File: config.mk
export PLATFORM = sky130hd
export DESIGN_NAME = met_front
export DESIGN_NICKNAME = d
export VERILOG_FILES = /design/src/sv/met_pkg.sv /design/src/sv/met_front.sv
export SDC_FILE = /design/constraint.sdc
export NUM_CORES = 2
export LEC_CHECK = 0
export BUFFER_PORTS_ARGS = -buffer_cell sky130_fd_sc_hd__buf_4
export CORE_MARGIN = 3
export CORE_UTILIZATION = 35
export DETAILED_ROUTE_END_ITERATION = 10
export SLEW_MARGIN = 0
export SYNTH_ARGS = -nofsm -noshare
export SYNTH_HDL_FRONTEND = slang
export SYNTH_SLANG_ARGS = --single-unit
File: constraint.sdc
create_clock -name aclk -period 9 [get_ports aclk]
set_input_delay 0.9 -clock aclk [delete_from_list [all_inputs] [get_ports aclk]]
set_output_delay 0.9 -clock aclk [all_outputs]
set_load 0.03 [all_outputs]
File: src/sv/met_pkg.sv
// Shared types, constants and helper functions for the Mandelbrot escape-time unit.
// Used by every module of the block; has no dependencies of its own.
`default_nettype none

package met_pkg;

    // Field and arithmetic widths.
    localparam int COORD_BITS   = 10;
    localparam int FRAC_BITS    = 28;
    localparam int ITER_BITS    = 10;
    localparam int WORD_BITS    = 32;
    localparam int PROD_BITS    = 2 * WORD_BITS;
    localparam int CNT_BITS     = ITER_BITS + 1;
    localparam int CFG_IDX_BITS = 3;

    // Depth of the queue between the coordinate front end and the iteration core.
    localparam int QDEPTH    = 2;
    localparam int QPTR_BITS = $clog2(QDEPTH);

    // Escape when zr^2 + zi^2 reaches 4.0 in the squared scale.
    localparam logic [PROD_BITS-1:0] ESC_LIMIT = PROD_BITS'(1) << (2 * FRAC_BITS + 2);

    // Register indexes on the configuration port.
    localparam logic [CFG_IDX_BITS-1:0] REG_X_MIN    = CFG_IDX_BITS'(0);
    localparam logic [CFG_IDX_BITS-1:0] REG_X_STEP   = CFG_IDX_BITS'(1);
    localparam logic [CFG_IDX_BITS-1:0] REG_Y_MIN    = CFG_IDX_BITS'(2);
    localparam logic [CFG_IDX_BITS-1:0] REG_Y_STEP   = CFG_IDX_BITS'(3);
    localparam logic [CFG_IDX_BITS-1:0] REG_MAX_ITER = CFG_IDX_BITS'(4);

    // Reset values of the configuration registers.
    localparam logic [WORD_BITS-1:0] X_MIN_RST    = -32'sd536870912;
    localparam logic [WORD_BITS-1:0] X_STEP_RST   = 32'sd559240;
    localparam logic [WORD_BITS-1:0] Y_MIN_RST    = -32'sd268435456;
    localparam logic [WORD_BITS-1:0] Y_STEP_RST   = 32'sd894784;
    localparam logic [ITER_BITS-1:0] MAX_ITER_RST = ITER_BITS'(200);

    typedef struct packed {
        logic [WORD_BITS-1:0] x_min;
        logic [WORD_BITS-1:0] x_step;
        logic [WORD_BITS-1:0] y_min;
        logic [WORD_BITS-1:0] y_step;
    } met_cfg_t;

    typedef struct packed {
        logic [WORD_BITS-1:0] re;
        logic [WORD_BITS-1:0] im;
    } met_point_t;

    typedef enum logic [1:0] {
        ST_IDLE,
        ST_SQUARE,
        ST_UPDATE
    } met_state_t;

    // Clamp a wide signed value to the signed word range.
    function automatic logic [WORD_BITS-1:0] sat_word(input logic [PROD_BITS-1:0] v);
        logic [PROD_BITS-WORD_BITS:0] hi;
        hi = v[PROD_BITS-1:WORD_BITS-1];
        if ((&hi) || (~|hi)) begin
            return v[WORD_BITS-1:0];
        end else if (v[PROD_BITS-1]) begin
            return {1'b1, {(WORD_BITS-1){1'b0}}};
        end else begin
            return {1'b0, {(WORD_BITS-1){1'b1}}};
        end
    endfunction

endpackage

`default_nettype wire

File: src/sv/met_front.sv
// Front end: accepts pixel coordinates and maps them to the complex point c.
// Two pipeline stages (product, then offset and clamp); depends on met_pkg.
`default_nettype none

module met_front (
    input  wire logic                        aclk,
    input  wire logic                        aresetn,
    input  wire met_pkg::met_cfg_t           cfg,
    input  wire logic                        s_valid,
    output logic                             s_ready,
    input  wire logic [met_pkg::COORD_BITS-1:0] s_pixel_x,
    input  wire logic [met_pkg::COORD_BITS-1:0] s_pixel_y,
    output logic                             c_valid,
    input  wire logic                        c_ready,
    output met_pkg::met_point_t              c_data
);
    import met_pkg::*;

    localparam int PC_BITS  = WORD_BITS + COORD_BITS + 1;
    localparam int SUM_BITS = PC_BITS + 1;

    logic                       en;
    logic                       v1_reg, v1_next;
    logic                       v2_reg, v2_next;
    logic signed [PC_BITS-1:0]  prod_x_reg, prod_x_next;
    logic signed [PC_BITS-1:0]  prod_y_reg, prod_y_next;
    met_point_t                 c_reg, c_next;
    logic signed [SUM_BITS-1:0] sum_x, sum_y;

    // The whole pipeline advances together whenever its last stage can move on.
    assign en      = !v2_reg || c_ready;
    assign s_ready = en;
    assign c_valid = v2_reg;
    assign c_data  = c_reg;

    always_comb begin
        prod_x_next = $signed(cfg.x_step) * $signed({1'b0, s_pixel_x});
        prod_y_next = $signed(cfg.y_step) * $signed({1'b0, s_pixel_y});
        sum_x = SUM_BITS'(prod_x_reg) + SUM_BITS'($signed(cfg.x_min));
        sum_y = SUM_BITS'(prod_y_reg) + SUM_BITS'($signed(cfg.y_min));
        c_next.re = sat_word(PROD_BITS'(sum_x));
        c_next.im = sat_word(PROD_BITS'(sum_y));
        v1_next = en ? s_valid : v1_reg;
        v2_next = en ? v1_reg : v2_reg;
    end

    always_ff @(posedge aclk) begin
        if (!aresetn) begin
            v1_reg <= 1'b0;
            v2_reg <= 1'b0;
        end else begin
            v1_reg <= v1_next;
            v2_reg <= v2_next;
        end
    end

    always_ff @(posedge aclk) begin
        if (en) begin
            prod_x_reg <= prod_x_next;
            prod_y_reg <= prod_y_next;
            c_reg      <= c_next;
        end
    end

endmodule

`default_nettype wire

# After elaboration in Yosys (flattened, before gate mapping)
# Cells that the tools add are included.
[op_classes] addsub=2 mul=2 n_mux=4 n_reduce_logical=10
[op_table] operator="32-bit two-way mux" count=4
[op_table] operator="43-bit by 32-bit adder with 44-bit output" count=2
[op_table] operator="32-bit by 11-bit multiplier with 43-bit output" count=2
[op_table] operator="13-bit AND reduction" count=2
[op_table] operator="13-bit OR reduction" count=2
[op_table] operator="1-bit zero test" count=3
[op_table] operator="1-bit logical OR" count=3
[word_totals] ff_bits=152 inputBits=152 out_inout_bits=66

# Logic depth before layout (Yosys ltp)
[depth] word_depth=5 depth_mapped=26

# Worst setup path after synthesis
# Ideal clock, no wire load.
[synth_path] path_kind="input to register" start="input port s_pixel_x[2] in the netlist's numbering" end="register prod_x_reg[42], data pin" setup_ns=0.264 arrival_time_ns=6.538 t_required_ns=8.736 slack_ns=2.198 cell_stages=24 cell_sequence="clkbuf_1 nand2_1 fa_1 fa_1 fa_1 inv_1 fa_1 inv_1 fa_1 inv_1 ha_1 clkbuf_1 a21o_1 a21oi_1 o211ai_1 or4_1 a31o_2 a311oi_1 nor3_1 nand2_1 a311o_1 o21ai_0 a221oi_1 xnor2_1"
[synth_via] elab_chain_cells=1
[synth_lines] element="start, declared" line="met_front.sv:11" source="input wire logic [met_pkg::COORD_BITS-1:0] s_pixel_x,"
[synth_lines] element="32-bit by 11-bit multiplier with 43-bit output" line="met_front.sv:37" source="prod_x_next = $signed(cfg.x_step) * $signed({1'b0, s_pixel_x});"
[synth_lines] element="named net prod_x_next[42]" line="met_front.sv:25" source="logic signed [PC_BITS-1:0] prod_x_reg, prod_x_next;"
[synth_lines] element="end signal, assigned" line="met_front.sv:59" source="prod_x_reg <= prod_x_next;"
[synth_lines] element="end, declared" line="met_front.sv:25"
# The timed path passes the listed nets, and every way through them passes these cells.
# A chain may end at the register's enable or synchronous reset.

# Worst setup path after layout
[layout_path] start="input port s_pixel_y[5] in the netlist's numbering" end="register prod_y_reg[42], data pin"
[layout_via] elab_chain_cells=1
[layout_lines] element="start, declared" line="met_front.sv:12" source="input wire logic [met_pkg::COORD_BITS-1:0] s_pixel_y,"
[layout_lines] element="32-bit by 11-bit multiplier with 43-bit output" line="met_front.sv:38" source="prod_y_next = $signed(cfg.y_step) * $signed({1'b0, s_pixel_y});"
[layout_lines] element="named net prod_y_next[42]" line="met_front.sv:26" source="logic signed [PC_BITS-1:0] prod_y_reg, prod_y_next;"
[layout_lines] element="end signal, assigned" line="met_front.sv:60" source="prod_y_reg <= prod_y_next;"
[layout_lines] element="end, declared" line="met_front.sv:26"
# The timed path passes the listed nets, and every way through them passes these cells.

==> run_results.csv <==
group,metric,value,unit
run_status,status,"finished, final reports clean",
synthesis,syn_avg_cell_area,9.18,um2
sta,final.min_clock_period,7.04,ns
clock_tree,cts.clk_slew.worst_paths,0.07,ns
pwr,peakVddDrop,0.182,mV
routing,drt-vias-per-instance,4.81,
setup_path,worstSetupPathType,"in -> reg",
routing,drc,0,
grt,antenna_found_initial,9,
placed_design,pre_cts_slack,1.47,ns
layout,mostFrequentLayoutCells,"inv_1, fa_1, nand2_1, and2_1, ha_1",
routing,routedWlPerCell,16.3,um
sta,finalSetupTns,0,ns
layout,mostFrequentLayoutCell,"inv_1",
sta,fin_hold_ws,0.461,ns
worst_hold_path,hold_class,"reg -> reg",
floorplan,io_pins,218,
pwr,p_comb_frac,0.803,
sta,worst_pin_slew,1.02,ns
pwr,powerDensity,380,nW/um2
routing,ant_nets,0,
floorplan,die_y,306,um
grt,first_global_vias,23700,
floorplan,core_area,88800,um2
sta,setup_viol,0,
sta,timing.final.crit_share,0.783,
synthesis,ys.flop_type,"edfxtp_1",
pwr,leakage,17.0,nW
layout,drive_gt1_frac,0.0805,
synthesis,netlist-cell-type-count,75,
synthesis,ys_async_sr_fraction,0,
clock_tree,cts_max_level,4,
clock_tree,cts_repair_resize_count,0,
setup_path,worstPathMaxFanout,32,
pwr,power.total,13.2,mW
clock_tree,postCtsSetupBuffers,0,
sta,layout_setup_ws,1.96,ns
pwr,p_sw,6.49,mW
clock_tree,cts_tree,"yes",
pwr,power_frac_seq,0.141,
synthesis,synth-seq-cells,152,
setup_path,cp.arrival,7.25,ns
layout,area_delta_synth_final,10.2,%
floorplan,die-area,93700,um2
layout,final_cells,4716,
synthesis,synth_edf_count,150,
sta,finClkSkew,0.0238,ns
grt,grt_max_degree,73,
sta,clock.fmax,0.142,GHz
clock_tree,insertion_delay,0.48,ns
sta,rsz0062_at_grt,"false",
layout,fin_nets,4501,
sta,finalHoldViolCount,0,
placed_design,numPortBuffers,217,
synthesis,ys_seq_area_frac,0.144,
clock_tree,cts_sinks,152,
placed_design,routabilityCongestion,0.888,
placed_design,post-place-cells,4675,
clock_tree,numCtsBuffers,17,
routing,initialDrtViolationCount,1102,
sta,drv_slew,0,
grt,track_usage,0.168,
job,maxCapViolCount,0,
layout,final_util,0.391,
synthesis,synth_area,31500,um2
setup_path,endpoint_kind,"flop",
pwr,power.share.clock,0.056,
synthesis,synth_nets,4404,
pwr,p_sw_frac,0.493,
layout,final_cell_area,34700,um2
setup_path,cp.required,9.21,ns
floorplan,start_util,0.355,
pwr,internal_power,6.69,mW
placed_design,place_area,34100,um2
layout,largest_reg_flops,64,
routing,first_pass_iters,5,
setup_path,startpoint_type,"input port",
clock_tree,ctsHoldBuffers,0,
grt,grt_overflow_total,0,
grt,grt_first_pass_wirelength,127000,um
floorplan,die_w,306,um
synthesis,yosys_warnings,0,
routing,vias,22700,
clock_tree,cts_buffer_depth,2,
routing,wl,76700,um
floorplan,core.rowCount,109,
sta,timing.slew.headroom,0.302,
clock_tree,root_buffer,"clkbuf_16",
synthesis,syn_inst,3432,
placed_design,hpwl,63700,um
-- worst paths after layout --
path,startpoint,endpoint,slack (ns),cells after the start
min,v1_reg$_SDFFE_PN0P_,c_valid$_SDFFE_PN0P_,0.46,2
max,s_pixel_y[5],prod_y_reg[42]$_DFFE_PP_,1.96,23
min reg2reg,v1_reg$_SDFFE_PN0P_,c_valid$_SDFFE_PN0P_,0.46,2
max reg2reg,prod_x_reg[0]$_DFFE_PP_,c_data[52]$_DFFE_PP_,3.44,16
-- Yosys cell counts, drive strengths merged, types with 25 or more instances --
library cell / number / area, um2
fa: 548 / 11000
a21o: 89 / 668
nand2: 427 / 1600
and2: 289 / 1810
edfxtp: 150 / 4500
a21oi: 199 / 1000
ha: 272 / 3400
o21ai: 69 / 353
xor2: 55 / 482
nor2: 90 / 338
clkbuf: 131 / 492
inv: 672 / 2520
xnor2: 100 / 876
nand2b: 29 / 181
o21a: 25 / 188
-- power groups by stage --
stage,Clock (mW),Combinational (mW),Sequential [mW]
floorplan,0,8.07,2.12
global placement,0,10.5,1.87
detailed placement,0,10.6,1.88
CTS,0.777,10.7,1.86
global route,0.801,12.1,1.90
finish,0.740,10.6,1.86
-- worst max-delay path: stages --
cell	delay, ns
buf_4	0.33
nand2_1	0.14
fa_1	0.55
inv_1	0.05
fa_1	0.55
fa_1	0.43
fa_1	0.49
inv_1	0.05
fa_1	0.47
inv_1	0.04
ha_1	0.33
and3_1	0.24
a22o_1	0.20
a311oi_1	0.25
o31ai_1	0.19
nand3_1	0.20
a31oi_1	0.15
o31ai_1	0.44
o211ai_1	0.25
a221oi_1	0.53
o21ai_0	0.15
a21oi_1	0.21
xnor2_1	0.10
-- kinds of logic after synthesis --
kind of cell	share of synthesized area
AND/OR/NAND/NOR	0.150
adder cells (fa/ha/maj)	0.456
buffers and inverters	0.0981
AO/OA/AOI/OAI	0.106
XOR/XNOR	0.0431
flip-flops	0.144
multiplexers	0.00195
-- layout make-up --
class	count	area, um2
Antenna cell	9	22.5
Timing Repair Buffer	223	1670
Inverter	672	2520
Fill cell	8921	54100
Clock inverter	15	166
Sequential cell	152	4540
Clock buffer	17	425
Multi-Input combinational cell	2463	23900
Tap cell	1165	1460
-- routing by layer --
layer | up-vias | global-route usage | share of wire
li1 | 11000 | - | -
met2 | 491 | 0.279 | 0.47
met4 | 2 | 0.0439 | 0.016
met1 | 11200 | 0.233 | 0.47
met5 | - | 0 | 0.00022
met3 | 62 | 0.0233 | 0.050
Power figures use the tool's default switching activity.
