<file path="src/sv/met_pkg.sv">
// Shared types, constants and helper functions for the Mandelbrot escape-time unit.
// Used by every module of the block; has no dependencies of its own.
`default_nettype none

package met_pkg;

    // Field and arithmetic widths.
    localparam int COORD_BITS   = 10;
    localparam int FRAC_BITS    = 28;
    localparam int ITER_BITS    = 10;
    localparam int WORD_BITS    = 32;
    localparam int PROD_BITS    = 2 * WORD_BITS;
    localparam int CNT_BITS     = ITER_BITS + 1;
    localparam int CFG_IDX_BITS = 3;

    // Depth of the queue between the coordinate front end and the iteration core.
    localparam int QDEPTH    = 2;
    localparam int QPTR_BITS = $clog2(QDEPTH);

    // Escape when zr^2 + zi^2 reaches 4.0 in the squared scale.
    localparam logic [PROD_BITS-1:0] ESC_LIMIT = PROD_BITS'(1) << (2 * FRAC_BITS + 2);

    // Register indexes on the configuration port.
    localparam logic [CFG_IDX_BITS-1:0] REG_X_MIN    = CFG_IDX_BITS'(0);
    localparam logic [CFG_IDX_BITS-1:0] REG_X_STEP   = CFG_IDX_BITS'(1);
    localparam logic [CFG_IDX_BITS-1:0] REG_Y_MIN    = CFG_IDX_BITS'(2);
    localparam logic [CFG_IDX_BITS-1:0] REG_Y_STEP   = CFG_IDX_BITS'(3);
    localparam logic [CFG_IDX_BITS-1:0] REG_MAX_ITER = CFG_IDX_BITS'(4);

    // Reset values of the configuration registers.
    localparam logic [WORD_BITS-1:0] X_MIN_RST    = -32'sd536870912;
    localparam logic [WORD_BITS-1:0] X_STEP_RST   = 32'sd559240;
    localparam logic [WORD_BITS-1:0] Y_MIN_RST    = -32'sd268435456;
    localparam logic [WORD_BITS-1:0] Y_STEP_RST   = 32'sd894784;
    localparam logic [ITER_BITS-1:0] MAX_ITER_RST = ITER_BITS'(200);

    typedef struct packed {
        logic [WORD_BITS-1:0] x_min;
        logic [WORD_BITS-1:0] x_step;
        logic [WORD_BITS-1:0] y_min;
        logic [WORD_BITS-1:0] y_step;
    } met_cfg_t;

    typedef struct packed {
        logic [WORD_BITS-1:0] re;
        logic [WORD_BITS-1:0] im;
    } met_point_t;

    typedef enum logic [1:0] {
        ST_IDLE,
        ST_SQUARE,
        ST_UPDATE
    } met_state_t;

    // Clamp a wide signed value to the signed word range.
    function automatic logic [WORD_BITS-1:0] sat_word(input logic [PROD_BITS-1:0] v);
        logic [PROD_BITS-WORD_BITS:0] hi;
        hi = v[PROD_BITS-1:WORD_BITS-1];
        if ((&hi) || (~|hi)) begin
            return v[WORD_BITS-1:0];
        end else if (v[PROD_BITS-1]) begin
            return {1'b1, {(WORD_BITS-1){1'b0}}};
        end else begin
            return {1'b0, {(WORD_BITS-1){1'b1}}};
        end
    endfunction

endpackage

`default_nettype wire

</file>
<file path="src/sv/met_fifo.sv">
// Short queue of complex points between the front end and the iteration core.
// Register-based, depth set in met_pkg; depends on met_pkg.
`default_nettype none

module met_fifo (
    input  wire logic                aclk,
    input  wire logic                aresetn,
    input  wire logic                in_valid,
    output logic                     in_ready,
    input  wire met_pkg::met_point_t in_data,
    output logic                     out_valid,
    input  wire logic                out_ready,
    output met_pkg::met_point_t      out_data
);
    import met_pkg::*;

    met_point_t           mem [QDEPTH];
    logic [QPTR_BITS-1:0] wr_ptr_reg, wr_ptr_next;
    logic [QPTR_BITS-1:0] rd_ptr_reg, rd_ptr_next;
    logic [QPTR_BITS:0]   count_reg, count_next;
    logic                 push, pop;

    assign in_ready  = (count_reg != (QPTR_BITS+1)'(QDEPTH));
    assign out_valid = (count_reg != '0);
    assign out_data  = mem[rd_ptr_reg];
    assign push      = in_valid && in_ready;
    assign pop       = out_valid && out_ready;

    always_comb begin
        wr_ptr_next = push ? wr_ptr_reg + 1'b1 : wr_ptr_reg;
        rd_ptr_next = pop ? rd_ptr_reg + 1'b1 : rd_ptr_reg;
        count_next  = count_reg;
        if (push && !pop) begin
            count_next = count_reg + 1'b1;
        end else if (pop && !push) begin
            count_next = count_reg - 1'b1;
        end
    end

    always_ff @(posedge aclk) begin
        if (!aresetn) begin
            wr_ptr_reg <= '0;
            rd_ptr_reg <= '0;
            count_reg  <= '0;
        end else begin
            wr_ptr_reg <= wr_ptr_next;
            rd_ptr_reg <= rd_ptr_next;
            count_reg  <= count_next;
        end
    end

    always_ff @(posedge aclk) begin
        if (push) begin
            mem[wr_ptr_reg] <= in_data;
        end
    end

endmodule

`default_nettype wire

</file>
<file path="config.mk">
export PLATFORM = sky130hd
export DESIGN_NAME = met_fifo
export DESIGN_NICKNAME = d
export VERILOG_FILES = /design/src/sv/met_pkg.sv /design/src/sv/met_fifo.sv
export SDC_FILE = /design/constraint.sdc
export NUM_CORES = 1
export LEC_CHECK = 0
export BUFFER_PORTS_ARGS = -buffer_cell sky130_fd_sc_hd__clkbuf_2
export CORE_MARGIN = 1
export CORE_UTILIZATION = 52
export CTS_CLUSTER_DIAMETER = 150
export DETAILED_ROUTE_END_ITERATION = 10
export HOLD_SLACK_MARGIN = 0.12
export PLACE_DENSITY = 0.79
export SYNTH_ARGS = -nofsm -noshare
export SYNTH_HDL_FRONTEND = slang
export SYNTH_SLANG_ARGS = --single-unit
</file>
<file path="constraint.sdc">
create_clock -name aclk -period 5.05 [get_ports aclk]
set_input_delay 0.2525 -clock aclk [delete_from_list [all_inputs] [get_ports aclk]]
set_output_delay 0.2525 -clock aclk [all_outputs]
set_load 0.01 [all_outputs]
</file>
# Word-level counts from Yosys, hierarchy flattened

Memories as Yosys holds them, arrays and structs flattened. A register that Yosys moved wholly into a read port is not among the register bits.
Index checks and enable logic that the tools add are counted.

Flip-flop bits (word level): 4
Input bits: 68
Bits in writable memories: 128
Memories kept: 1
Output and inout bits: 66

Reduce and logical (&&, ||, !) cells: 8
Add/sub/neg operators: 4
Multiplexer cells: 6
Equal/unequal tests: 1

Memories:

| name | words | bits a word | read ports | clocked after Yosys merged registers in | write ports | line           | RTL |
|---|---|---|---|---|---|---|---|
| mem  | 2     | 64          | 1          | 1                                       | 1           | met_fifo.sv:17 | `met_point_t mem [QDEPTH];` |

Operators by type and width:

| kind                | number |
|---|---|
| $logic_and 1x1->1   | 4 |
| $mux 1              | 4 |
| $mux 2              | 2 |
| $reduce_bool 2->1   | 2 |
| $add 1x1->1 const B | 2 |
| $add 2x1->2 const B | 1 |
| $logic_not 1->1     | 2 |
| $ne 2x2->1 const B  | 1 |
| $sub 2x1->2 const B | 1 |

# Logic depth before layout (Yosys ltp)

Gate-level depths: netlist of the first run.

Depth after elaboration: 6
Gate-level depth with buffers: 6

# Least setup slack after synthesis of the first run

No wires, ideal clock.

Path type: register -> register
From: register count_reg[0]
To: memory mem[1][0] in the netlist's numbering, enable pin
Stages on the path, launching flop included: 3
Period minus slack after synthesis: 2557 ps
Path slack: 2493 ps
Data required time: 4621 ps
Data arrival time: 2128 ps
Path buffers: 0
Path through: dfxtp_1 -> nand2b_4 -> and3_1

Longest elaborated chain between the ends: 4

Ends and longest elaborated chain:

| element                      | line           | RTL |
|---|---|---|
| from (decl)                  | met_fifo.sv:20 | `logic [QPTR_BITS:0] count_reg, count_next;` |
| from (signal assigned)       | met_fifo.sv:48 | `count_reg <= count_next;` |
| $ne 2x2->1                   | met_fifo.sv:23 | `assign in_ready = (count_reg != (QPTR_BITS+1)'(QDEPTH));` |
| via in_ready                 | met_fifo.sv:9  | `output logic in_ready,` |
| $logic_and 1x1->1            | met_fifo.sv:26 | `assign push = in_valid && in_ready;` |
| $mux 1                       | met_fifo.sv:53 | `if (push) begin` |
| $mux 1 (implied by the code) | met_fifo.sv:54 | `mem[wr_ptr_reg] <= in_data;` |
| to (decl)                    | met_fifo.sv:17 |  |

The timed path passes the listed nets, and every way through them passes these cells.

==> results of run 1 <==
[final cells by class]
type | instances | area (um2)
repair buffers | 202 | 1350
flip-flops and latches | 133 | 3950
well taps | 108 | 135
clock inverters | 13 | 181
clock buffers | 19 | 422
multi-input cells | 82 | 861
inverters | 1 | 3.75
fillers | 500 | 1990
[power by group through the flow]
stage | sequential (W) | combinational, W | clock [W]
floorplan | 0.00144 | 0.000478 | 0
global placement | 0.00146 | 0.000688 | 0
detailed placement | 0.00147 | 0.000697 | 0
CTS | 0.00145 | 0.000741 | 0.00125
global route | 0.00146 | 0.000789 | 0.00130
finish | 0.00144 | 0.000736 | 0.00122
[worst paths after layout]
| check | slack [ps] | to | from |
|---|---|---|---|
| setup reg to reg | 2940 | mem[0][59] | count_reg[0] |
| hold / removal | 230 | flip-flop | out_ready |
| setup / recovery | 2490 | out_data[12] | flip-flop |
| hold reg to reg | 550 | count_reg[1] | count_reg[1] |
[Yosys cell counts, drive strengths merged, types with 2 or more instances]
master | number | area share
a21boi | 2 | 0.0031
xnor2 | 2 | 0.0036
and2 | 4 | 0.0052
buf | 7 | 0.010
edfxtp | 128 | 0.79
dfxtp | 5 | 0.021
o21ai | 2 | 0.0021
mux2 | 64 | 0.15
[metrics by stage]
stage	total power, W	instance area, um2	worst slack [ps]	hold slack, ps
final	0.00340	6900	2490	228
after CTS	0.00344	6900	2440	211
after global placement	0.00215	5630	2950	442
after detailed placement	0.00217	5630	2890	446
after global routing	0.00355	6900	2330	211
after floorplan	0.00191	4860	2490	351
[per-layer routing]
metal  vias to the layer above  routed length (um)
met4                         0                 220
li1                       1311                   -
met1                      1369                3540
met3                        18                 478
met2                       109                4510
met5                         -                   0
[tightest hold or removal path, stage by stage]
cell	delay (ps)
clkbuf_2	80
o21ai_1	120
xnor2_1	90
and2_1	150
[kinds of logic (layout without fill, tap and decap cells)]
logic type                 count (synthesis)  count (layout)
adders and majority gates                  1               1
DFF                                      133             133
xor gates and xnor gates                   3               3
muxes                                     64              64
and+or+nand+nor                            9               9
AOI/OAI and AO/OA                          5               5
buffers and inverters                      8             235
==> impl_metrics.csv, run 1 <==
group,metric,value,unit
status,status,"complete, no violations",
clock_tree,hold_buffers,66,
global_routing,use_met1,0.212,
global_routing,grt_util_met3,0.0610,
power_and_ir_drop,peakVddDrop,0.326,mV
routing,vias_per_cell,5.03,
synthesis,synth_ff_type,"edfxtp_1",
synthesis,synthCells,223,
final_layout,drive_gt1_frac,0.520,
synthesis,synth_edf_count,128,
final_layout,n_antenna_cell,0,
power_and_ir_drop,pwr-share-seq,0.424,
worst_setup_path,slowest_delay,670,ps
timing,finalHoldViolations,0,
timing,report.final.slew_viol_count,0,
synthesis,synthAdderAreaFrac,0.00258,
final_layout,layout_common_cells,"clkbuf_2 (133), edfxtp_1 (128), dlygate4sd3_1 (66)",
synthesis,synth_mux_area_frac,0.148,
clock_tree,cts_resized,0,
synthesis,synth_xor_area_frac,0.00541,
power_and_ir_drop,clockPowerShare,0.360,
worst_setup_path,slowest_stage,"dfxtp_2",
floorplanning,core_area,8890,um2
final_layout,largest_reg_flops,128,
final_layout,final_util,0.776,
power_and_ir_drop,p_sw,0.000854,W
final_layout,final_common_cell,"clkbuf_2",
timing,worstMarginPinSlew,867,ps
timing,setup_viol,0,
floorplanning,initial_core_util,0.546,
placement,gp_congestion,0.677,
clock_tree,worstSkewPairLatency,500,ps
timing,period_needed,2560,ps
floorplanning,dieHeight,98.6,um
final_layout,stdcell_count,558,
synthesis,synth-compound-area-share,0.00721,
placement,dp.cells,460,
synthesis,seq_area_frac_synth,0.812,
worst_setup_path,crit_arrival,2300,ps
routing,drtIter0Drc,95,
power_and_ir_drop,switching_share,0.251,
clock_tree,cts_buffer_depth,2,
clock_tree,cts_tree,"yes",
min_path,min-delay-path-class,"primary input to flip-flop",
run,max_cap_viol_count,0,
worst_setup_path,rr_worst_depth,4,
min_path,min_delay_path_depth,4,
global_routing,grt_max_degree,65,
global_routing,busiest_layer,"met2",
clock_tree,cts_setup_buffers,0,
global_routing,met2_usage,0.329,
synthesis,syn-num-nets,292,
synthesis,ys_ff_latch,133,
clock_tree,cts.sinks,133,
worst_setup_path,cp_top_family,"buffers and inverters",
worst_setup_path,cp_num_cells,3,
timing,relSlewSlack,0.422,
clock_tree,numCtsBuffers,17,
synthesis,yosysUniqueCellTypes,20,
worst_setup_path,cp_data_required_time,4800,ps
worst_setup_path,path_buf_inv,2,
clock_tree,clkTransAtPathRegs,50,ps
synthesis,syn-cell-area,4860,um2
global_routing,grt_usage,0.192,
power_and_ir_drop,internal_power,0.00255,W
global_routing,grt_pass1_wl,13.7,mm
synthesis,syn_avg_cell_area,21.8,um2
timing,rsz0062_at_grt,"no",
global_routing,antenna_found_initial,0,
final_layout,layout.nets,506,
worst_setup_path,path_cells,"buf_4 -> mux2_2 -> clkbuf_2",
timing,tns,0,ps
routing,wl_per_cell,15.7,um
routing,vias,2807,
routing,first_pass_iters,4,
power_and_ir_drop,p_leak,2.66,nW
final_layout,area_growth,42.0,%
global_routing,overflow,0,
worst_setup_path,start_kind,"flip-flop",
synthesis,synth_top_family_by_area,"multiplexers",
floorplanning,die_w,98.6,um
clock_tree,clockRootBuffer,"clkbuf_8",
floorplanning,rows,34,
clock_tree,htree_levels,4,
routing,drc,0,
floorplanning,io_pins,134,
power_and_ir_drop,power_density,493,nW/um2
placement,io_buffers,133,
routing,wl,8.75,mm
synthesis,yosys.area_share.simple,0.0134,
timing,clock-skew-final,5.29,ps
routing,drtAntennaViolNets,0,
placement,dp_hpwl,5.14,mm
worst_setup_path,end_kind,"primary output",
timing,max_freq,391,MHz
timing,fin_crit_sh,0.506,
synthesis,ys_warn_count,0,
worst_setup_path,cp_max_fo,42,
worst_setup_path,critPathKind,"flip-flop to primary output",
floorplanning,die-area,9730,um2
synthesis,postSynth.asyncResetShare,0,
power_and_ir_drop,pwr-share-comb,0.216,
global_routing,grt_pass1_vias,2960,
Note: power is estimated with default switching activity, not from simulation.
==> run 2, diff against run 1 <==
==> constraint.sdc (replaced) <==
create_clock -name aclk -period 2.5 [get_ports aclk]
set_input_delay 0.125 -clock aclk [delete_from_list [all_inputs] [get_ports aclk]]
set_output_delay 0.125 -clock aclk [all_outputs]
set_load 0.01 [all_outputs]
==> impl_metrics.csv, run 2 (same netlist as run 1, synthesis figures left out) <==
group,metric,value,unit
status,status,"complete, no violations",
timing,finalHoldViolations,0,
floorplanning,io_pins,134,
clock_tree,numCtsBuffers,17,
floorplanning,initial_core_util,0.546,
min_path,worstHoldEndpoint,"mem[0][36]",
worst_setup_path,rr_worst_depth,5,
routing,wl_per_cell,16.5,um
final_layout,n_antenna_cell,0,
timing,worstMarginPinSlew,538,ps
timing,relSlewSlack,0.641,
power_and_ir_drop,peakVddDrop,0.696,mV
routing,drc,0,
timing,report.final.slew_viol_count,0,
timing,rsz0062_at_grt,"no",
run,max_cap_viol_count,0,
global_routing,antenna_found_initial,0,
floorplanning,dieHeight,98.6,um
routing,wl,9.26,mm
worst_setup_path,slowest_delay,450,ps
placement,dp_hpwl,5.11,mm
worst_setup_path,cp_top_family,"buffers and inverters",
routing,first_pass_iters,4,
clock_tree,clockRootBuffer,"clkbuf_8",
routing,drtAntennaViolNets,0,
worst_setup_path,start_kind,"flip-flop",
worst_setup_path,slowest_stage,"buf_4",
global_routing,overflow,0,
timing,clock-skew-final,6.89,ps
floorplanning,core_area,8890,um2
global_routing,grt_usage,0.198,
placement,gp_congestion,0.741,
clock_tree,cts.sinks,133,
worst_setup_path,rrSetupSlack,860,ps
global_routing,grt_max_degree,40,
min_path,min-delay-path-class,"primary input to flip-flop",
timing,setup_viol,0,
worst_setup_path,critPathKind,"flip-flop to primary output",
final_layout,final_common_cell,"clkbuf_2",
clock_tree,clkTransAtPathRegs,60,ps
clock_tree,cts_setup_buffers,0,
final_layout,layout.nets,511,
worst_setup_path,end_kind,"primary output",
final_layout,layout_common_cells,"clkbuf_2 (133), edfxtp_1 (128), dlygate4sd3_1 (68)",
power_and_ir_drop,p_leak,2.71,nW
global_routing,grt_pass1_wl,14.1,mm
timing,fin_crit_sh,0.784,
final_layout,drive_gt1_frac,0.526,
power_and_ir_drop,power_density,1010,nW/um2
clock_tree,htree_levels,4,
worst_setup_path,worstReg2RegEnd,"count_reg[1]",
timing,period_needed,1960,ps
floorplanning,die-area,9730,um2
clock_tree,cts_buffer_depth,2,
clock_tree,cts_resized,0,
floorplanning,die_w,98.6,um
final_layout,area_growth,43.3,%
worst_setup_path,path_buf_inv,2,
clock_tree,hold_buffers,68,
global_routing,grt_pass1_vias,2971,
placement,io_buffers,133,
min_path,hp-start,"in_data[36]",
worst_setup_path,cp_max_fo,39,
timing,max_freq,510,MHz
final_layout,n_fill_cell,492,
timing,hold-worst-slack,344,ps
routing,drtIter0Drc,110,
worst_setup_path,reg2reg_from,"count_reg[0]",
timing,tns,0,ps
final_layout,largest_reg_flops,128,
worst_setup_path,cp_data_required_time,2380,ps
routing,vias,2824,
worst_setup_path,path_cells,"buf_4 -> mux2_2 -> clkbuf_2",
worst_setup_path,crit_arrival,1840,ps
floorplanning,rows,34,
clock_tree,cts_tree,"yes",
routing,vias_per_cell,5.02,
clock_tree,worstSkewPairLatency,500,ps
power_and_ir_drop,fin_total_pwr,0.00704,W
min_path,min_delay_path_depth,2,
-- run 2: cell count changes in the layout (fill, tap and decap cells not counted), sizes merged --
cell         previous run  this run
clkinv                  5         8
bufinv                  4         5
dlygate4sd3            66        68
buf                     3         6
clkbuf                152       150
clkinvlp                3         0
-- run 2: layout make-up --
type	count	area, um2	share of cell area
timing repair buffer	207	1390	0.200
clock buffer	17	414	0.0595
multi-input combinational	82	861	0.124
clock inverter	14	209	0.0300
inverter	1	3.75	0.000539
tap	108	135	0.0194
sequential	133	3950	0.567
-- run 2: layer usage --
layer  part of all wire  up-vias  wire, um  track usage
met4              0.016        0       150       0.0930
met5                  0        -         0            0
met2               0.52      127      4810        0.339
met3              0.057       17       529       0.0539
met1               0.41     1359      3770        0.233
li1                   -     1321         -            -
-- run 2: how the worst max path moves through the flow --
stage | cells after the start | startpoint | end
floorplan | 3 | count_reg[0] | mem[0][0]
CTS | 3 | flip-flop | out_data[29]
global route | 3 | flip-flop | out_data[8]
global placement | 5 | count_reg[0] | count_reg[1]
finish | 3 | flip-flop | out_data[8]
detailed placement | 5 | count_reg[0] | count_reg[1]
-- run 2: power by group --
| group | total [W] | internal (W) | switching [W] | leakage [nW] |
|---|---|---|---|---|
| clock | 0.00260 | 0.00171 | 0.000887 | 0.309 |
| combinational | 0.00158 | 0.000768 | 0.000811 | 1.16 |
| sequential | 0.00287 | 0.00279 | 0.0000783 | 1.24 |
| total | 0.00704 | 0.00526 | 0.00178 | 2.71 |
-- run 2: per-stage QoR --
stage                     setup slack, ps  std cells  utilization  area (um2)
after CTS                             506        562        0.783        6960
after global placement                991        463        0.636        5660
after global routing                  461        562        0.783        6960
after floorplan                       171        223            -        4860
final                                 539        562        0.783        6960
after detailed placement              939        463        0.636        5660
==> run 3, diff against run 2 <==
--- a/config.mk
+++ b/config.mk
@@ -5,6 +5,7 @@
 export SDC_FILE = /design/constraint.sdc
 export NUM_CORES = 1
 export LEC_CHECK = 0
+export ABC_AREA = 1
 export BUFFER_PORTS_ARGS = -buffer_cell sky130_fd_sc_hd__clkbuf_2
 export CORE_MARGIN = 1
 export CORE_UTILIZATION = 52
==> constraint.sdc (replaced) <==
create_clock -name aclk -period 2.04 [get_ports aclk]
set_input_delay 0.102 -clock aclk [delete_from_list [all_inputs] [get_ports aclk]]
set_output_delay 0.102 -clock aclk [all_outputs]
set_load 0.01 [all_outputs]
==> impl_metrics.csv, run 3 <==
group,metric,value,unit
worst_setup_path,path_buf_inv,2,
synthesis,seq_area_frac_synth,0.764,
synthesis,yosysUniqueCellTypes,15,
clock_tree,clockRootBuffer,"clkbuf_8",
timing,rsz0062_at_grt,"no",
synthesis,postSynth.asyncResetShare,0,
placement,dp.cells,497,
clock_tree,numCtsBuffers,17,
clock_tree,htree_levels,4,
synthesis,synth_top_area_frac,0.745,
timing,clock-skew-final,6.58,ps
synthesis,synthCells,236,
worst_setup_path,slowest_stage,"dfxtp_4",
power_and_ir_drop,fin_total_pwr,0.00863,W
timing,relSlewSlack,0.758,
timing,hold-worst-slack,321,ps
power_and_ir_drop,power_density,1190,nW/um2
synthesis,ys_ff_latch,133,
final_layout,n_fill_cell,509,
power_and_ir_drop,peakVddDrop,0.892,mV
run,max_cap_viol_count,0,
floorplanning,die-area,10300,um2
final_layout,final_util,0.769,
global_routing,antenna_found_initial,0,
clock_tree,cts_resized,0,
final_layout,area_growth,40.3,%
final_layout,drive_gt1_frac,0.511,
worst_setup_path,cp_num_cells,3,
worst_setup_path,slowest_delay,510,ps
routing,vias_per_cell,4.87,
worst_setup_path,critPathKind,"flip-flop to primary output",
final_layout,layout.nets,524,
placement,dp_hpwl,5.45,mm
routing,drc,0,
worst_setup_path,cp_top_family,"flip-flops",
synthesis,ys_warn_count,0,
routing,wl,9.91,mm
floorplanning,die_w,102,um
placement,io_buffers,133,
worst_setup_path,path_cells,"buf_12 -> mux2_4 -> clkbuf_2",
timing,worstMarginPinSlew,363,ps
clock_tree,cts_tree,"yes",
floorplanning,dieHeight,102,um
min_path,min_delay_path_depth,2,
global_routing,grt_usage,0.201,
timing,period_needed,1820,ps
clock_tree,worstSkewPairLatency,500,ps
clock_tree,cts_buffer_depth,2,
timing,report.final.slew_viol_count,0,
worst_setup_path,cp_data_required_time,1940,ps
timing,tns,0,ps
final_layout,layout_common_cells,"clkbuf_2 (133), edfxtp_1 (128), dlygate4sd3_1 (67)",
synthesis,synth_ff_type,"edfxtp_1",
worst_setup_path,crit_arrival,1710,ps
clock_tree,cts.sinks,133,
global_routing,grt_pass1_wl,14.6,mm
global_routing,overflow,0,
worst_setup_path,rr_worst_depth,5,
routing,first_pass_iters,5,
floorplanning,rows,35,
status,status,"complete, no violations",
synthesis,synth_edf_count,128,
worst_setup_path,start_kind,"flip-flop",
synthesis,syn-num-nets,305,
final_layout,largest_reg_flops,128,
timing,finalHoldViolations,0,
synthesis,yosysTopAreaCell,"edfxtp_1",
final_layout,final_common_cell,"clkbuf_2",
synthesis,synthTopCellsByArea,"edfxtp_1 (74%), mux2_4 (17%), buf_12 (2.3%)",
timing,fin_crit_sh,0.890,
routing,vias,2905,
final_layout,n_antenna_cell,0,
min_path,min-delay-path-class,"primary input to flip-flop",
placement,gp_congestion,0.760,
global_routing,grt_pass1_vias,3077,
global_routing,grt_max_degree,62,
synthesis,syn-cell-area,5160,um2
worst_setup_path,end_kind,"primary output",
clock_tree,clkTransAtPathRegs,60,ps
routing,drtAntennaViolNets,0,
worst_setup_path,cp_max_fo,20,
synthesis,syn_avg_cell_area,21.9,um2
timing,max_freq,551,MHz
timing,setup_viol,0,
routing,drtIter0Drc,100,
floorplanning,initial_core_util,0.548,
routing,wl_per_cell,16.6,um
floorplanning,core_area,9420,um2
power_and_ir_drop,p_leak,2.92,nW
synthesis,synthTopCellsByCount,"edfxtp_1 (128), mux2_4 (60), nand2_1 (9), inv_1 (8), nor2_1 (8)",
synthesis,synth.most_common_cell,"edfxtp_1",
final_layout,stdcell_count,597,
floorplanning,io_pins,134,
## run 3: cell count changes after synthesis, moves of 7 or more
| cell | previous run | this run |
|---|---|---|
| nor2_1 | 0 | 8 |
| mux2_2 | 64 | 4 |
| mux2_4 | 0 | 60 |
| inv_1 | 1 | 8 |
| nand2_1 | 0 | 9 |
## run 3: through the flow
step / setup slack (ps) / cell area [um2]
floorplan: 38.4 / 5180
global placement: 568 / 5980
detailed placement: 494 / 5980
CTS: 33.6 / 7220
global route: 129 / 7240
finish: 224 / 7240
## run 3: cell families after synthesis
group / after synthesis / synth area share
DFF: 133 / 0.764
AOI/OAI and AO/OA: 4 / 0.00436
buffers and inverters: 15 / 0.0313
and+or+nand+nor: 19 / 0.0145
muxes: 64 / 0.183
adders and majority gates: 1 / 0.00242
## run 3: final timing paths
| path | from | to | slack, ps |
|---|---|---|---|
| max reg2reg | count_reg[0] | mem[0][44] | 450 |
| min reg2reg | rd_ptr_reg | rd_ptr_reg | 510 |
| min | in_data[13] | mem[0][13] | 320 |
| max | flip-flop | out_data[3] | 220 |
## run 3: timing repair
item,in CTS,in global routing
endpoints found under the setup margin,0,19
endpoints found under the hold margin,136,0
hold buffers,67,0
buffers inserted,0,1
## run 3: where the power goes
group	leakage (nW)	internal, W	switching, W	total [W]
combinational	1.42	0.00110	0.00102	0.00212
sequential	1.24	0.00346	0.000149	0.00361
clock	0.267	0.00181	0.00110	0.00291
total	2.92	0.00636	0.00227	0.00863
## run 3: area by class of cell
cell class | count | area [um2] | share of cell area
clock buffer | 21 | 449 | 0.0620
clock inverter | 11 | 129 | 0.0178
inverter | 8 | 30.0 | 0.00415
multi-input combinational | 88 | 1080 | 0.149
sequential | 133 | 3950 | 0.545
tap | 129 | 161 | 0.0223
timing repair buffer | 207 | 1450 | 0.200
## run 3: routing by layer
metal,routed length [um],up-vias,global-route usage
met4,239,0,0.113
met1,3750,1419,0.205
met3,506,20,0.0607
met2,5410,110,0.364
li1,-,1356,-
met5,0,-,0
